### src/hdl/int32_divide_modulo_unit_macros.svh
// ----------------------------------------------------------------------------
// int32_divide_modulo_unit_macros
// assertion helpers for the divide unit; they assume clk and arst_n in scope
// ----------------------------------------------------------------------------
`ifndef INT32_DIVIDE_MODULO_UNIT_MACROS_SVH
`define INT32_DIVIDE_MODULO_UNIT_MACROS_SVH

`ifndef SYNTHESIS

// same-cycle implication
`define IDM_ASSERT_NOW(label, ante, cons) \
	label: assert property (@(posedge clk) disable iff (!arst_n) (ante) |-> (cons)) \
		else $error("assertion failed");

// next-cycle implication
`define IDM_ASSERT_NEXT(label, ante, cons) \
	label: assert property (@(posedge clk) disable iff (!arst_n) (ante) |=> (cons)) \
		else $error("assertion failed");

`else

`define IDM_ASSERT_NOW(label, ante, cons)

`define IDM_ASSERT_NEXT(label, ante, cons)

`endif

`endif

### src/hdl/idm_pkg.sv
// ----------------------------------------------------------------------------
// idm_pkg
// shared constants, operation codes and stage control type of the divide unit
// ----------------------------------------------------------------------------
package idm_pkg;

	// default operand width
	localparam int DATA_WIDTH_DEF = 32;

	// operation codes
	typedef enum logic [1:0] {
		OP_SDIV = 2'd0,
		OP_SREM = 2'd1,
		OP_UDIV = 2'd2,
		OP_UREM = 2'd3
	} op_t;

	// control that rides along with each word through the pipeline
	typedef struct packed {
		logic quot;  // deliver quotient, else remainder
		logic neg;   // negate the delivered value
	} ctrl_t;

endpackage

### src/hdl/idm_step.sv
// ----------------------------------------------------------------------------
// idm_step
// one restoring division step: shifts in the next dividend bit, trial
// subtracts the divisor and shifts the quotient bit into the dividend register
// ----------------------------------------------------------------------------
module idm_step #(
	parameter int DATA_WIDTH = idm_pkg::DATA_WIDTH_DEF
) (
	input  logic                  clk,
	input  logic                  arst_n,
	input  logic                  adv,
	input  logic                  in_valid,
	input  idm_pkg::ctrl_t        in_ctrl,
	input  logic [DATA_WIDTH-1:0] in_rem,
	input  logic [DATA_WIDTH-1:0] in_nq,
	input  logic [DATA_WIDTH-1:0] in_den,
	output logic                  out_valid,
	output idm_pkg::ctrl_t        out_ctrl,
	output logic [DATA_WIDTH-1:0] out_rem,
	output logic [DATA_WIDTH-1:0] out_nq,
	output logic [DATA_WIDTH-1:0] out_den
);

	logic [DATA_WIDTH:0]   diff;
	logic                  borrow;
	logic [DATA_WIDTH-1:0] rem_next;
	logic [DATA_WIDTH-1:0] nq_next;
	logic                  valid_s1;
	idm_pkg::ctrl_t        ctrl_s1;
	logic [DATA_WIDTH-1:0] rem_s1;
	logic [DATA_WIDTH-1:0] nq_s1;
	logic [DATA_WIDTH-1:0] den_s1;

	// trial subtract; the partial remainder stays below the divisor, so the
	// restored value always fits the word
	always_comb begin
		diff     = {in_rem, in_nq[DATA_WIDTH-1]} - {1'b0, in_den};
		borrow   = diff[DATA_WIDTH];
		rem_next = borrow ? {in_rem[DATA_WIDTH-2:0], in_nq[DATA_WIDTH-1]}
			: diff[DATA_WIDTH-1:0];
		nq_next  = {in_nq[DATA_WIDTH-2:0], ~borrow};
	end

	// stage valid
	always_ff @(posedge clk or negedge arst_n) begin
		if (!arst_n) begin
			valid_s1 <= 1'b0;
		end else if (adv) begin
			valid_s1 <= in_valid;
		end
	end

	// stage payload
	always_ff @(posedge clk) begin
		if (adv) begin
			ctrl_s1 <= in_ctrl;
			rem_s1  <= rem_next;
			nq_s1   <= nq_next;
			den_s1  <= in_den;
		end
	end

	assign out_valid = valid_s1;
	assign out_ctrl  = ctrl_s1;
	assign out_rem   = rem_s1;
	assign out_nq    = nq_s1;
	assign out_den   = den_s1;

endmodule

### config.mk
export PLATFORM = sky130hd
export DESIGN_NAME = idm_step
export DESIGN_NICKNAME = d
export VERILOG_FILES = /design/src/hdl/int32_divide_modulo_unit_macros.svh /design/src/hdl/idm_pkg.sv /design/src/hdl/idm_step.sv
export SDC_FILE = /design/constraint.sdc
export NUM_CORES = 1
export LEC_CHECK = 0
export BUFFER_PORTS_ARGS = -buffer_cell sky130_fd_sc_hd__buf_4
export CORE_UTILIZATION = 48
export DETAILED_ROUTE_END_ITERATION = 8
export HOLD_SLACK_MARGIN = 0.03
export PLACE_DENSITY_LB_ADDON = 0.2
export SETUP_SLACK_MARGIN = 0.15
export SYNTH_ARGS = -nofsm -noshare
export SYNTH_HDL_FRONTEND = slang
export SYNTH_SLANG_ARGS = --single-unit
### constraint.sdc
create_clock -name clk -period 0.8 [get_ports clk]
set_input_delay 0.04 -clock clk [delete_from_list [all_inputs] [get_ports clk]]
set_output_delay 0.04 -clock clk [all_outputs]
set_load 0.02 [all_outputs]
==> impl_results.md <==
- H-tree Lvls: 3
- Clock tree root driver cell: clkbuf_16
- Main synth FF type: edfxtp_1
- Inserted Clock Buffers: 9
- Max Cap Viol: 0
- Area of the mapped netlist: ~5400 um2
- Fraction of layout cells with a size suffix above 1: a little under half
- CTS tree: done
- Remaining Overflow, GRT: 0
- Mux contribution to synthesized area: 5.18%
- Setup Crit Path Kind: input pin to flip-flop
- Failing checks: negative hold slack, negative setup slack
- CTS max path bufs: 2
- Clock slew at reported path FFs: about 0.080 ns
- RSZ-0062 raised after global routing: true
- First-pass GRT wire length: roughly 32000 um
- Period Utilization, post-route: 287%
- Routability cong.: between 0.9 and 1
- Final nets: between 900 and 1k
- EDFF count, synth: 98
- Die width: 108 um
- Worst slack, placed: -1.90 ns
- Critical Path AT: 2.43 ns
- Largest net degree at the start of global routing: 57
- ANT cells: 0
- Gr usage total: a little under two fifths
- Actual slew at the worst max-slew pin: 0.436 ns
- Height of the die: between 100 and 150 um
- # rows: 38
- Port bufs: 200
- M1 WL: between 7000 and 8000 um
- Final WS setup: -1.50 ns
- Vias per cell: slightly below 6
- Crit path capture type: flip-flop
- DP HPWL: between 10000 and 15000 um
- I/O pins: 201
- Core area: about 11000 um2
- DRT antenna net count: 0
- Post-synthesis xor/xnor area fraction: under 10%
- WL met2: roughly 12000 um
- Layout overhead on the synthesized area: 79.9%
- Fmax: around 440 MHz
- WL/cell: approximately 23 um
- DRT Wirelength: around 23000 um
- P_leak: 0.00445 uW
- Seq/Total Area, Yosys: about 55%
- Post-Synth Simple-Gate Area: a little under a tenth
- # placed instances: between 900 and 1k
- DIE AREA: approximately 12000 um2
- Finished Layout Cells: approximately 1k
- Syn Inst Count: 460
- Power Total: ~18000 uW
- Commonest non-fill, non-tap cells in the layout: buf_4, buf_6, edfxtp_1
- Top routing layer used: met4
- Number of synthesized register bits: 99
- Comb pwr share: between 30 and 40%
- Sw Share: between 30% and 40%
- Pins Over Slew Limit: 0
- Initial antenna violation count: 0
- Sw Pwr: just under 6000 uW
- Tmin final: ~2.3 ns
- Synth warn: 0
- Clock Skews: 0 ns
- DR iter-0 viols: slightly above 600
- DR vias: between 5k and 6k
- Most common cell after layout, fill and taps aside: buf_4
- Worst rel slew slack: a little over two thirds
- Power Dens Cells: about 1900 nW/um2
- Post-synthesis adder-cell area fraction: between 7 and 8%
- Fraction of registers with async set/reset: between 1 and 1.5%
- Post-Syn Area per Cell: between 10 and 15 um2
- Finished Cell Area: ~9800 um2
- Crit Path Max Fanout: 14
- Peak VDD IR: approximately 0.0014 V
- Fin Hold WS: -0.0427 ns
- Final Hold Fails: 7
- Post-CTS Hold Fix Bufs: 64
- CTS sink cnt: slightly below 100
- Required time worst endpoint: roughly 0.93 ns
- Flop pwr share: between 30 and 40%
- Compound-Gate Fraction of Synth Area: about 15%
- Clock share of power: about a quarter
- Initial Util: just under 50%
- DR WL met3: 2080 um
- Final setup vio count: roughly 130
- Clock latency on the worst-skew pair: 0.36 ns
- Post-synth cell types: 51
- # DRC: 0
- Area after DPL: around 8000 um2
- Hold crit path type: input pin to flip-flop
- Status: finished with violations
- Main combinational cell family by area after synthesis: compound AO/OA/AOI/OAI gates
- TritonRoute pass-1 iters: 6
- CP Launch Type: input pin
- Vias in the first global route: ~6k
- Internal: about 12000 uW
- Synth Net Count: 595
## kinds of logic after synthesis
logic type      count (synthesis)
xor+xnor                       24
flops                          99
buf+inv                        57
compound gates                120
mux                            19
simple gates                  108
fa+ha+maj                      33
## registers in the layout, summed over array words and instances (netlist names)
signal and cells:
out_valid 1, out_ctrl 2, out_den 32, out_nq 32, out_rem 32
## worst paths after layout
path                            startpoint     endpoint  cells past startpoint  slack, ns
worst max-delay path            in_rem[24]   out_rem[0]                     11      -1.50
worst min-delay path            in_den[12]  out_den[12]                      2      -0.04
worst max register to register   out_valid    out_valid                      2      -0.13
worst min register to register   out_valid    out_valid                      2       0.67
max in group asynchronous           arst_n    out_valid                      2       0.63
min in group asynchronous           arst_n    out_valid                      2       0.07
## worst max-delay path, stage by stage
cell and delay [ns]:
buf_4 0.12, ha_1 0.33, a21o_1 0.22, a21o_1 0.24, a21o_1 0.23, or3_1 0.37, o211ai_4 0.23, buf_6 0.23
buf_12 0.17, nand2_1 0.08, o21ai_0 0.16
## routing by layer
metal / GRT usage (%) / vias up
li1: - / 2499
met4: 20.8 / 0
met5: 0 / -
met3: 6.63 / 128
met1: 41.7 / 2761
met2: 66.3 / 488
## power groups by stage
stage | sequential (uW) | clock [uW] | combinational (uW)
2_1_floorplan | 7360 | 0 | 1970
3_3_place_gp | 6670 | 0 | 5140
3_5_place_dp | 6690 | 0 | 5270
4_1_cts | 6690 | 4660 | 6070
5_1_grt | 6770 | 5030 | 6880
6_report | 6740 | 4830 | 6600
## synth_stat cells (4+ instances only)
library cell,instances,area share [%]
edfxtp_1,98,54
nand2_1,44,3.0
inv_1,41,2.8
a21oi_1,34,3.1
ha_1,32,7.4
o21ai_0,24,2.2
mux2_4,18,5.0
nor2_1,16,1.1
a21o_1,15,2.1
xnor2_1,14,2.3
clkbuf_1,11,0.76
nand3_1,11,1.0
xor2_1,10,1.6
o211ai_1,8,1.1
nand4_1,7,0.81
and3_1,6,0.69
o21a_1,6,0.83
nand2b_1,5,0.58
nor2b_1,5,0.58
o21bai_1,5,0.69
o31ai_1,5,0.69
a211oi_1,4,0.55
nor3_1,4,0.37
## stage by stage
stage          hold slack, ns  setup TNS (ns)  util (%)
2_1_floorplan          -0.256          -51.23         -
3_3_place_gp           -0.184          -58.90      74.2
3_5_place_dp           -0.182          -60.46      74.2
4_1_cts               -0.0664          -57.02      87.8
5_1_grt               -0.0448          -63.15      89.4
6_report              -0.0427          -60.18      89.4
## final cells by class
type / count / area (um2)
repair buffers: 400 / 3660
multi-input cells: 304 / 2470
well taps: 140 / 175
clock buffers: 10 / 239
clock inverters: 6 / 82.6
flip-flops and latches: 99 / 2970
fillers: 435 / 1160
inverters: 42 / 178
## timing repair
action	CTS	global route
resized for setup	118	30
setup endpoints to repair	133	133
endpoints found under the hold margin	86	16
gates cloned	1	0
setup buffers	5	4
pin swaps	15	23
Note: power is estimated with default switching activity, not from simulation.
