File: src/hdl/int32_divide_modulo_unit_macros.svh
// ----------------------------------------------------------------------------
// int32_divide_modulo_unit_macros
// assertion helpers for the divide unit; they assume clk and arst_n in scope
// ----------------------------------------------------------------------------
`ifndef INT32_DIVIDE_MODULO_UNIT_MACROS_SVH
`define INT32_DIVIDE_MODULO_UNIT_MACROS_SVH

`ifndef SYNTHESIS

// same-cycle implication
`define IDM_ASSERT_NOW(label, ante, cons) \
	label: assert property (@(posedge clk) disable iff (!arst_n) (ante) |-> (cons)) \
		else $error("assertion failed");

// next-cycle implication
`define IDM_ASSERT_NEXT(label, ante, cons) \
	label: assert property (@(posedge clk) disable iff (!arst_n) (ante) |=> (cons)) \
		else $error("assertion failed");

`else

`define IDM_ASSERT_NOW(label, ante, cons)

`define IDM_ASSERT_NEXT(label, ante, cons)

`endif

`endif

File: src/hdl/idm_pkg.sv
// ----------------------------------------------------------------------------
// idm_pkg
// shared constants, operation codes and stage control type of the divide unit
// ----------------------------------------------------------------------------
package idm_pkg;

	// default operand width
	localparam int DATA_WIDTH_DEF = 32;

	// operation codes
	typedef enum logic [1:0] {
		OP_SDIV = 2'd0,
		OP_SREM = 2'd1,
		OP_UDIV = 2'd2,
		OP_UREM = 2'd3
	} op_t;

	// control that rides along with each word through the pipeline
	typedef struct packed {
		logic quot;  // deliver quotient, else remainder
		logic neg;   // negate the delivered value
	} ctrl_t;

endpackage

File: src/hdl/idm_prep.sv
// ----------------------------------------------------------------------------
// idm_prep
// operand conditioning: decodes the operation, takes magnitudes for signed
// operations and works out the final sign, then registers the word
// ----------------------------------------------------------------------------
module idm_prep #(
	parameter int DATA_WIDTH = idm_pkg::DATA_WIDTH_DEF
) (
	input  logic                  clk,
	input  logic                  arst_n,
	input  logic                  adv,
	input  logic                  in_valid,
	input  logic [1:0]            in_op,
	input  logic [DATA_WIDTH-1:0] in_num,
	input  logic [DATA_WIDTH-1:0] in_den,
	output logic                  out_valid,
	output idm_pkg::ctrl_t        out_ctrl,
	output logic [DATA_WIDTH-1:0] out_num,
	output logic [DATA_WIDTH-1:0] out_den
);

	logic                  signed_op;
	logic                  num_neg;
	logic                  den_neg;
	idm_pkg::ctrl_t        ctrl;
	logic [DATA_WIDTH-1:0] mag_num;
	logic [DATA_WIDTH-1:0] mag_den;
	logic                  valid_s1;
	idm_pkg::ctrl_t        ctrl_s1;
	logic [DATA_WIDTH-1:0] num_s1;
	logic [DATA_WIDTH-1:0] den_s1;

	// decode and sign handling
	always_comb begin
		signed_op = (in_op == idm_pkg::OP_SDIV) || (in_op == idm_pkg::OP_SREM);
		num_neg   = signed_op & in_num[DATA_WIDTH-1];
		den_neg   = signed_op & in_den[DATA_WIDTH-1];
		ctrl.quot = (in_op == idm_pkg::OP_SDIV) || (in_op == idm_pkg::OP_UDIV);
		ctrl.neg  = ctrl.quot ? (num_neg ^ den_neg) : num_neg;
		mag_num   = num_neg ? (~in_num + 1'b1) : in_num;
		mag_den   = den_neg ? (~in_den + 1'b1) : in_den;
	end

	// stage valid
	always_ff @(posedge clk or negedge arst_n) begin
		if (!arst_n) begin
			valid_s1 <= 1'b0;
		end else if (adv) begin
			valid_s1 <= in_valid;
		end
	end

	// stage payload
	always_ff @(posedge clk) begin
		if (adv) begin
			ctrl_s1 <= ctrl;
			num_s1  <= mag_num;
			den_s1  <= mag_den;
		end
	end

	assign out_valid = valid_s1;
	assign out_ctrl  = ctrl_s1;
	assign out_num   = num_s1;
	assign out_den   = den_s1;

endmodule

File: config.mk
export PLATFORM = sky130hd
export DESIGN_NAME = idm_prep
export DESIGN_NICKNAME = d
export VERILOG_FILES = /design/src/hdl/int32_divide_modulo_unit_macros.svh /design/src/hdl/idm_pkg.sv /design/src/hdl/idm_prep.sv
export SDC_FILE = /design/constraint.sdc
export NUM_CORES = 1
export LEC_CHECK = 0
export ABC_AREA = 1
export BUFFER_PORTS_ARGS = -buffer_cell sky130_fd_sc_hd__buf_2
export CORE_MARGIN = 8
export CORE_UTILIZATION = 45
export CTS_CLUSTER_DIAMETER = 40
export DETAILED_ROUTE_END_ITERATION = 6
export GPL_TIMING_DRIVEN = 0
export HOLD_SLACK_MARGIN = 0.08
export PLACE_DENSITY = 0.79
export REMOVE_ABC_BUFFERS = 1
export SYNTH_ARGS = -nofsm -noshare
export SYNTH_HDL_FRONTEND = slang
export SYNTH_SLANG_ARGS = --single-unit
export TNS_END_PERCENT = 20
File: constraint.sdc
create_clock -name clk -period 1.15 [get_ports clk]
set_input_delay 0.0575 -clock clk [delete_from_list [all_inputs] [get_ports clk]]
set_output_delay 0.0575 -clock clk [all_outputs]
set_load 0.01 [all_outputs]
==> results of run 1 <==
per-stage QoR:
| stage | std cells | setup TNS [ns] | instance area [um2] | total power [uW] | utilization, % |
|---|---|---|---|---|---|
| 2_1_floorplan | 488 | -3.30 | 3980 | 3750 | - |
| 3_3_place_gp | 732 | -48.50 | 4800 | 4310 | 55.3 |
| 3_5_place_dp | 732 | -57.03 | 4800 | 4360 | 55.3 |
| 4_1_cts | 804 | -0.00115 | 5560 | 6460 | 64.0 |
| 5_1_grt | 808 | -0.109 | 5620 | 6740 | 64.8 |
| 6_report | 808 | 0 | 5620 | 6450 | 64.8 |
logic make-up (layout without fill, tap and decap cells):
| family | Yosys count | in the layout | synth area share (%) |
|---|---|---|---|
| adder cells (fa/ha/maj) | 2 | 2 | 0.623 |
| flip-flops | 67 | 67 | 50.0 |
| XOR/XNOR | 32 | 32 | 6.98 |
| AO/OA/AOI/OAI | 27 | 27 | 4.15 |
| AND/OR/NAND/NOR | 309 | 309 | 32.5 |
| multiplexers | 1 | 1 | 0.281 |
| buffers and inverters | 56 | 262 | 5.49 |
state kept, by name (all words and copies together), names as in the netlist:
register   count
out_num       32
out_valid      1
out_ctrl       2
out_den       32
cell type report:
cell class,instances,area (um2)
Clock inverter,7,67.6
Tap cell,108,135
Clock buffer,9,124
Inverter,50,196
Fill cell,732,3060
Timing Repair inverter,1,7.51
Timing Repair Buffer,195,1270
Multi-Input combinational cell,371,1810
Sequential cell,67,2010
metal layers:
layer	vias up	GRT usage, %	wire length (um)
met3	32	6.22	1200
met2	238	32.5	6100
met1	1915	23.1	4930
met5	-	0	0
li1	1996	-	-
met4	0	7.03	294
worst min-delay path by stage:
stage,startpoint,to,slack (ns),cells past startpoint
6_report,in_num[31],out_num[31],0.09,2
5_1_grt,in_den[1],out_den[1],0.08,3
4_1_cts,in_den[27],out_den[27],0.03,3
3_5_place_dp,arst_n,out_valid,-0.17,1
3_3_place_gp,arst_n,out_valid,-0.17,1
2_1_floorplan,arst_n,out_valid,-0.24,0
worst max-delay path: stages:
cell and delay [ns]:
buf_2 0.10, inv_1 0.08, ha_1 0.20, nand3_1 0.18, nor2_4 0.19, nor2_1 0.09
nor2_2 0.16, nand2_1 0.07, nand2_1 0.06, nand2_1 0.05
power breakdown:
part	internal [uW]	leakage (uW)	switching, uW
sequential	2990	0.000656	71.8
combinational	599	0.00185	831
clock	995	0.0000947	959
total	4590	0.00260	1860
Yosys cell counts (all sizes together):
master / instances / area (um2)
a21boi: 2 / 15.0
a21oi: 4 / 20.0
buf: 6 / 32.5
dfrtp: 1 / 25.0
edfxtp: 66 / 1980
ha: 2 / 25.0
inv: 50 / 188
mux2: 1 / 11.3
nand2: 157 / 599
nand3: 41 / 218
nand3b: 2 / 15.0
nand4: 6 / 37.5
nor2: 101 / 420
nor3: 1 / 5.00
o211ai: 1 / 7.51
o21ai: 18 / 109
o21bai: 2 / 15.0
or2: 1 / 8.76
xnor2: 11 / 96.3
xor2: 21 / 184
what timing repair did:
item / 4_1_cts / 5_1_grt
gates cloned: 1 / 0
gates resized for setup: 7 / 7
pin swaps: 0 / 0
hold buffers: 53 / 4
hold endpoints to repair: 52 / 3
setup buffers: 2 / 0
endpoints found under the setup margin: 103 / 17
==> reports/summary.md, run 1 <==
The run finished with clean final reports. The via count of the first global-routing pass was 4214. The static leakage is 0.00260 uW, and the remaining design rule violation count is 0. Data arrives at the worst endpoint at 1.24 ns.

The worst setup path is launched from an input port. The run gives 8680 um2 as the area of the placeable core. Once the floorplan was initialized, standard cells occupied 46.3% of the core. The mapped netlist covers 4010 um2.

Of the cells placed in the final design, the portion with a size suffix greater than 1 is 25.3%. The tools report the distinct cell type count after synthesis as 32. The tools report the endpoint type of the worst setup path as a flop.

The worst slack at placement is -0.814 ns, and the final routed wirelength across all metal layers is 12.5 mm. Pin placement for this block handled 137 I/O pins. Across all register-to-register paths, the minimum setup slack is 0.41 ns.

Number of placement rows: 34. The H-tree was split into 3 levels. For the residual antenna-violating net count after detailed routing, the log shows 0. Final hold slack: 0.0868 ns. The minimum clock period after layout is 1.14 ns.

The later pin in the worst-skew pair is clocked with a latency of 0.33 ns. In this run the worst hold path is classified as in2reg. The number of antenna diodes in the final layout is 0. The floorplan die height works out to 110 um.

The cell count after synthesis came out at 494. Headroom to the max-slew limit came out at 40.9%. The flip-flop and latch count after synthesis came out at 67. For the number of warnings printed during yosys synthesis, the log shows 0. The first-pass iteration count of the detailed router is 4, and the ratio of routed vias to standard cells is 5.17. The final hold violation count is 0.

In the layout the commonest cells are nand2_1, buf_2, nor2_1. The slew at the pin closest to its max-slew limit came out at 0.887 ns. The worst setup margin was 0.0126 ns.

Total routing resource utilization after global routing: 19.5%. TritonCTS built the clock tree. The tools report the start point of the critical path as in_num[1]. The worst setup path category is in2reg. The floorplan step set the die width to 110 um. The number of antenna violations at the first check in global routing came out at 0.

The run gives 767 as the net count reported at finish. The tools report the max-slew violation count as 0. In this run the critical register-to-register path is launched from out_valid. Per-cell routed wire length: 15.5 um.

In this run the mean area of a mapped cell was 8.13 um2. In the finished design, the share of the clock period the worst path needs comes to 98.9%. The largest net degree at the start of global routing was 68; the largest fanout of any net on the critical path was 3.

In this run the deepest clock path goes through 2 buffers. The floorplan step defined a die boundary enclosing 12200 um2. The first global-routing pass estimated 19.9 mm of wire. The maximum ir drop on the vdd rail is 0.000687 V, and the initial DRC count is 274.

For this block, the via count after detailed routing is 4181. Counting the buffers created by CTS gives 9. Detailed placement finished with a half-perimeter wire length of 8.89 mm. The power density normalized to cell area is 1150 nW/um2.

Setup repair after global routing could not meet its margin everywhere. Compared with the post-synthesis result, the final layout area differs by 40.0%. The tools report the clock root buffer as clkbuf_8. Clock-pin slew was measured on the worst setup and hold paths at 0.08 ns. For the sequential cell area fraction in the yosys report, the log shows 50.0%. The number of cells on the worst reg-to-reg path is 1. The max-capacitance violation count was 0; the overall overflow remaining after global route was 0.

The clock drives 67 sinks. Worst reg2reg path endpoint: out_valid. The number of setup violations in the final report was 0. The count of input and output buffers came out at 136. In this run the worst setup path terminates at out_num[28]. The logs give 0.931 for the final weighted congestion in routability-driven placement and 1.25 ns for the required time at the worst-slack endpoint. The library cell used most frequently in the layout, excluding fill and tap cells, is nand2_1. Timing would allow up to 0.879 GHz.

Worst clock skew: 0 ns.
Power figures use the tool's default switching activity.
==> inputs of run 2 (changes only) <==
--- a/config.mk
+++ b/config.mk
@@ -9,2 +9,3 @@
 export BUFFER_PORTS_ARGS = -buffer_cell sky130_fd_sc_hd__buf_2
+export CAP_MARGIN = 10
 export CORE_MARGIN = 8
--- a/constraint.sdc
+++ b/constraint.sdc
@@ -3,2 +3,2 @@
 set_output_delay 0.0575 -clock clk [all_outputs]
-set_load 0.01 [all_outputs]
+set_load 0.005 [all_outputs]
==> reports/summary.md, run 2 (synthesis gave the netlist of run 1 again) <==
The run finished with clean final reports. Share of cells above drive strength 1: 25.9% (+0.61 points). The tools report the TritonCTS buffer count as 9 (unchanged). The tools report the clock latency at the later pin of the worst-skew pair as 0.34 ns (about the same). Top achievable clock speed: 0.906 GHz (+3.1%). The period utilization is 96.0% (-2.9 points), and the residual antenna-violating net count after detailed routing is 0 (unchanged). The number of non-filler instances in the completed layout came out at 807 (-0.12%).

The global-route wire length before repair is 20.0 mm (+0.63%), and the max-capacitance violation count is 0 (unchanged). The number of placement rows is 34 (unchanged), and the power share of the combinational group is 20.1% (-2.1 points). The floorplan die area is 12200 um2 (unchanged), and the net count reported at finish is 766 (-0.13%). The tools report the cell-internal power as 4820 uW (+5.2%).

Total instance count after detailed placement: 733 (+0.14%). Number of top-level pins: 137 (unchanged). Traced cell by cell, the critical path runs through dlygate4sd3_1 > buf_2 > inv_1 > nand3_1 > nor2_1 > nand4_1 > a21boi_1.

The minimum clock period after layout works out to 1.10 ns (-0.0337 ns). The floorplan die height is 110 um (unchanged), and the static leakage is 0.00261 uW (+0.63%). The count of input and output buffers is 136 (unchanged). Horizontal die dimension: 110 um (unchanged).

The run gives 0 ns (unchanged) as the total negative slack for setup checks. TritonCTS built the clock tree. The portion of total power attributed to the clock network came out at 33.8% (+3.5 points).

For the worst slack at placement, the log shows -0.810 ns (+0.00371 ns). The run gives 289 (+5.5%) as the initial DRC count. Ratio of routed vias to standard cells: 5.15 (-0.45%).

The tree is rooted in a clkbuf_8. The area of the placeable core was 8680 um2 (unchanged); the final routed wirelength across all metal layers was 12.3 mm (-1.9%). For the switching power, the log shows 1810 uW (-2.9%). The tools report the antenna cell count as 0 (unchanged). Power density normalized to cell area: 1170 nW/um2 (+2.0%). Largest net degree at the start of global routing: 40 (-41%). Total half-perimeter wirelength after legalization and detailed placement: 9.01 mm (+1.3%).

The delay of the slowest cell on the worst path is 0.54 ns (+0.34 ns), and the max-slew violation count is 0 (unchanged). Final hold violation count: 0 (unchanged). The net switching share of the total power was 27.3% (-1.6 points); the total number of vias was 4157 (-0.57%). Setup repair after global routing left no endpoint under its margin.

CTS sink count: 67 (unchanged). The worst clock skew is 0 ns (unchanged), and the worst slew slack as a fraction of its limit is 52.9% (+12 points). The worst setup path is launched from an input port. The worst setup path category was in2reg. Number of buffers between clock root and the deepest sink: 2 (unchanged). Required time at the worst-slack endpoint: 1.33 ns (+0.08 ns). The standard cell with the maximum stage delay on the critical path is dlygate4sd3_1. The tools report the part of the power in registers as 46.2% (-1.3 points). The per-cell routed wire length was 15.2 um (-1.7%); the effective utilization at floorplan was 46.3% (unchanged). The logs give 0 (unchanged) for the number of setup violations in the final report and 5 (+1) for the first-pass iteration count of the detailed router. The slew at the pin closest to its max-slew limit was 0.706 ns (-0.181 ns). The library cells used most frequently in the layout, excluding fill and tap cells, are nand2_1, buf_2, nor2_1.

The path class of the tightest hold or removal check is in2reg. The tools report the worst path arrival time as 1.29 ns (+0.05 ns). The library cell used most frequently in the layout, excluding fill and tap cells, is nand2_1.

For the power consumption, the log shows 6630 uW (+2.9%). The endpoint type of the worst setup path was a flop. The area growth from synthesis to layout is 41.2%. The clock-pin slew of the registers on the worst-case setup and hold paths is 0.08 ns (about the same), and the maximum ir drop on the vdd rail is 0.000706 V (+2.8%). The number of antenna violations at the first check in global routing is 0 (unchanged). The largest fanout of any net on the critical path was 2 (-1); the overall overflow remaining after global route was 0 (unchanged). The final weighted congestion in routability-driven placement came out at 0.931 (unchanged). H-tree depth: 3 (unchanged). The worst setup margin was 0.0462 ns (+0.0337 ns). The logs give 4183 (-0.74%) for the via count of the first global-routing pass and 19.6% (+0.073 points) for the total routing resource utilization after global routing. The remaining design rule violation count came out at 0 (unchanged).
==> run 2: cell count changes in the layout (fill, tap and decap cells not counted), sizes merged <==
cell,change
bufinv,+1
clkinv,-1
dlygate4sd3,-1
==> run 2: final timing paths <==
kind	from	to	slack, ns	depth (start not counted)
setup / recovery	in_num[30]	out_num[31]	0.05	7
hold / removal	in_den[27]	out_den[27]	0.09	4
setup reg to reg	out_valid	out_valid	0.41	1
hold reg to reg	out_valid	out_valid	0.51	1
max in group asynchronous	arst_n	out_valid	0.51	3
min in group asynchronous	arst_n	out_valid	0.54	3
==> run 2: layer usage <==
layer	part of all wire, %	global-route usage (%)	vias up
li1	-	-	2007
met1	40	23.0	1880
met2	48	32.6	240
met3	10	7.09	30
met4	1.9	6.04	0
met5	0	0	-
==> run 2: through the flow <==
step	util [%]	cell area [um2]	hold WS (ns)
after CTS	64.6	5600	0.0353
after floorplan	-	3980	-0.238
after global routing	65.3	5670	0.0882
after global placement	55.3	4800	-0.168
final	65.3	5670	0.0864
after detailed placement	55.5	4820	-0.167
==> run 2: timing repair <==
action	CTS	global route
pin swaps	0	2
endpoints found under the setup margin	37	13
endpoints found under the hold margin	53	3
hold buffers	53	3
setup buffers	1	0
gates resized for setup	7	10
gates cloned	1	0
==> run 2: final cells by class <==
class | instances | area (um2)
clock buffer | 9 | 124
clock inverter | 7 | 98.8
fill | 724 | 3010
inverter | 50 | 204
multi-input combinational | 371 | 1820
sequential | 67 | 2010
tap | 108 | 135
timing repair buffer | 194 | 1270
timing repair inverter | 1 | 7.51
==> run 2: power by group through the flow <==
stage	Clock (uW)	Sequential, uW	Combinational [uW]
floorplan	0	3150	492
global placement	0	3110	1100
detailed placement	0	3110	1150
CTS	2280	3060	1300
global route	2380	3080	1470
finish	2240	3060	1330
==> run 2: critical path, delay by kind of cell <==
kind                   cells  cell delay (ns)
buffers and inverters      3             0.74
and+or+nand+nor            3             0.33
AOI/OAI and AO/OA          1             0.17
==> inputs of run 3 (changes only) <==
Settings changed: GPL_ROUTABILITY_DRIVEN set to 0, MAX_ROUTING_LAYER set to met4, PLACE_DENSITY 0.79 to 0.72.
==> reports/summary.md, run 3 (synthesis gave the netlist of run 1 again) <==
For the number of antenna violations at the first check in global routing, the log shows 0 (unchanged). The cell family contributing the most delay on the critical path was buffers and inverters. Traced cell by cell, the critical path runs through dlygate4sd3_1 > buf_2 > inv_1 > nand3_1 > nor2_1 > nand4_1 > a21boi_0.

The overall overflow remaining after global route came out at 0 (unchanged). For the H-tree depth, the log shows 3 (unchanged). The worst clock skew was 0 ns (unchanged).

The portion of total power attributed to the clock network is 33.9% (about the same), and the total instance count after detailed placement is 733 (unchanged). The run gives 8680 um2 (unchanged) as the area of the placeable core. The tools report the net count reported at finish as 768 (+0.26%).

The worst setup path is of the in2reg kind. The period utilization was 95.3% (-0.68 points); the worst path arrival time was 1.29 ns (about the same). For the static leakage, the log shows 0.00261 uW (about the same). The horizontal die dimension is 110 um (unchanged), and the number of buffers between clock root and the deepest sink is 2 (unchanged). The worst setup margin was 0.0541 ns (+0.00786 ns); the synthesis-to-finish area growth was 41.4%. The TritonCTS buffer count came out at 9 (unchanged). The final routed wirelength across all metal layers came out at 11.9 mm (-2.7%).

Residual antenna-violating net count after detailed routing: 0 (unchanged). The worst setup path is launched from an input port. The logs give 46.1% (about the same) for the part of the power in registers and 183 (-37%) for the initial DRC count. The per-cell routed wire length works out to 14.8 um (-2.9%). The clock latency at the later pin of the worst-skew pair was 0.34 ns (about the same); the total number of vias was 4117 (-0.96%). Number of non-filler instances in the completed layout: 809 (+0.25%). Worst slack at placement: -0.811 ns (-0.00103 ns). The logs give 1.34 ns (about the same) for the required time at the worst-slack endpoint and 0 (unchanged) for the max-slew violation count. Minimum clock period after layout: 1.10 ns (-0.00786 ns). Antenna cell count: 0 (unchanged).

The slew at the pin closest to its max-slew limit is 0.930 ns (+0.224 ns), and the number of top-level pins is 137 (unchanged). The total half-perimeter wirelength after legalization and detailed placement was 8.87 mm (-1.6%); the cell area after layout was 5680 um2 (+0.15%). The largest fanout of any net on the critical path came out at 2 (unchanged). Leaving out fill and tap cells, the most frequent cell in the layout is nand2_1. The net switching share of the total power came out at 27.1% (-0.15 points).

Largest net degree at the start of global routing: 40 (unchanged). The switching power was 1790 uW (-0.73%); the floorplan die height was 110 um (unchanged). The run finished with clean final reports. The delay of the slowest cell on the worst path was 0.53 ns (about the same); the top achievable clock speed was 0.912 GHz (+0.72%). The power consumption is 6620 uW (-0.17%), and the total routing resource utilization after global routing is 19.9% (+0.28 points). The ratio of routed vias to standard cells is 5.09 (-1.2%), and the max-capacitance violation count is 0 (unchanged). TritonCTS built the clock tree. Maximum ir drop on the vdd rail: 0.000517 V (-27%). The remaining design rule violation count was 0 (unchanged); the share of cells above drive strength 1 was 26.0% (+0.069 points).

The logs give 5 (unchanged) for the first-pass iteration count of the detailed router and 4830 uW (about the same) for the cell-internal power. For the global-route wire length before repair, the log shows 19.7 mm (-1.7%). In the layout the commonest cells are nand2_1, buf_2, nor2_1.

The count of buffering cells on the critical path with inverters included works out to 3 (unchanged). The run gives 20.0% (about the same) as the power share of the combinational group. The power density normalized to cell area came out at 1170 nW/um2 (-0.33%). The standard cell with the maximum stage delay on the critical path is dlygate4sd3_1. The clock root buffer was clkbuf_8. The count of input and output buffers was 136 (unchanged).

Setup repair after global routing could not meet its margin everywhere. The run gives 0 (unchanged) as the final hold violation count. The run gives 46.3% (unchanged) as the effective utilization at floorplan. The worst hold path belongs to the class in2reg. The CTS sink count is 67 (unchanged), and the via count of the first global-routing pass is 4245 (+1.5%). The clock-pin slew of the registers on the worst-case setup and hold paths is 0.08 ns (about the same), and the floorplan die area is 12200 um2 (unchanged). The total placed instance area was 4820 um2 (unchanged). The run gives 34 (unchanged) as the number of placement rows. The number of setup violations in the final report was 0 (unchanged); the worst slew slack as a fraction of its limit was 38.0% (-15 points).

The tools report the endpoint type of the worst setup path as a flop.
[run 3: power by group through the flow]
stage | clock, uW | sequential, uW | combinational (uW)
finish | 2240 | 3050 | 1330
CTS | 2280 | 3060 | 1320
global placement | 0 | 3100 | 1120
detailed placement | 0 | 3110 | 1150
floorplan | 0 | 3150 | 492
global route | 2360 | 3080 | 1470
[run 3: final cells by class]
class	count	area, um2
clock buffer	9	124
tap	108	135
multi-input combinational	371	1820
sequential	67	2010
clock inverter	7	100
timing repair inverter	1	7.51
inverter	50	196
timing repair buffer	196	1290
fill	696	3000
[run 3: what timing repair did]
item | CTS | global route
setup endpoints to repair | 36 | 18
hold buffers | 57 | 0
gates resized for setup | 6 | 8
cloned | 1 | 0
hold endpoints to repair | 56 | 0
buffers inserted | 2 | 0
[run 3: routing by layer]
metal	track usage (%)	part of all wire [%]
met4	9.64	2.9
met1	23.4	41
met2	31.1	47
met3	5.03	8.9
met5	-	0
[run 3: stage by stage]
| stage | utilization [%] | TNS [ns] | hold slack (ns) |
|---|---|---|---|
| floorplan | - | -3.30 | -0.238 |
| global placement | 55.3 | -51.48 | -0.168 |
| detailed placement | 55.5 | -33.73 | -0.166 |
| CTS | 65.1 | 0 | 0.0825 |
| global route | 65.4 | -0.0205 | 0.0938 |
| finish | 65.4 | 0 | 0.0959 |
[run 3: final timing paths]
| kind | start | end | slack [ns] | cells past startpoint |
|---|---|---|---|---|
| max | in_num[30] | out_num[31] | 0.05 | 7 |
| min | in_den[27] | out_den[27] | 0.1 | 4 |
| max reg2reg | out_valid | out_valid | 0.41 | 1 |
| min reg2reg | out_valid | out_valid | 0.50 | 1 |
| max in group asynchronous | arst_n | out_valid | 0.49 | 3 |
| min in group asynchronous | arst_n | out_valid | 0.56 | 3 |
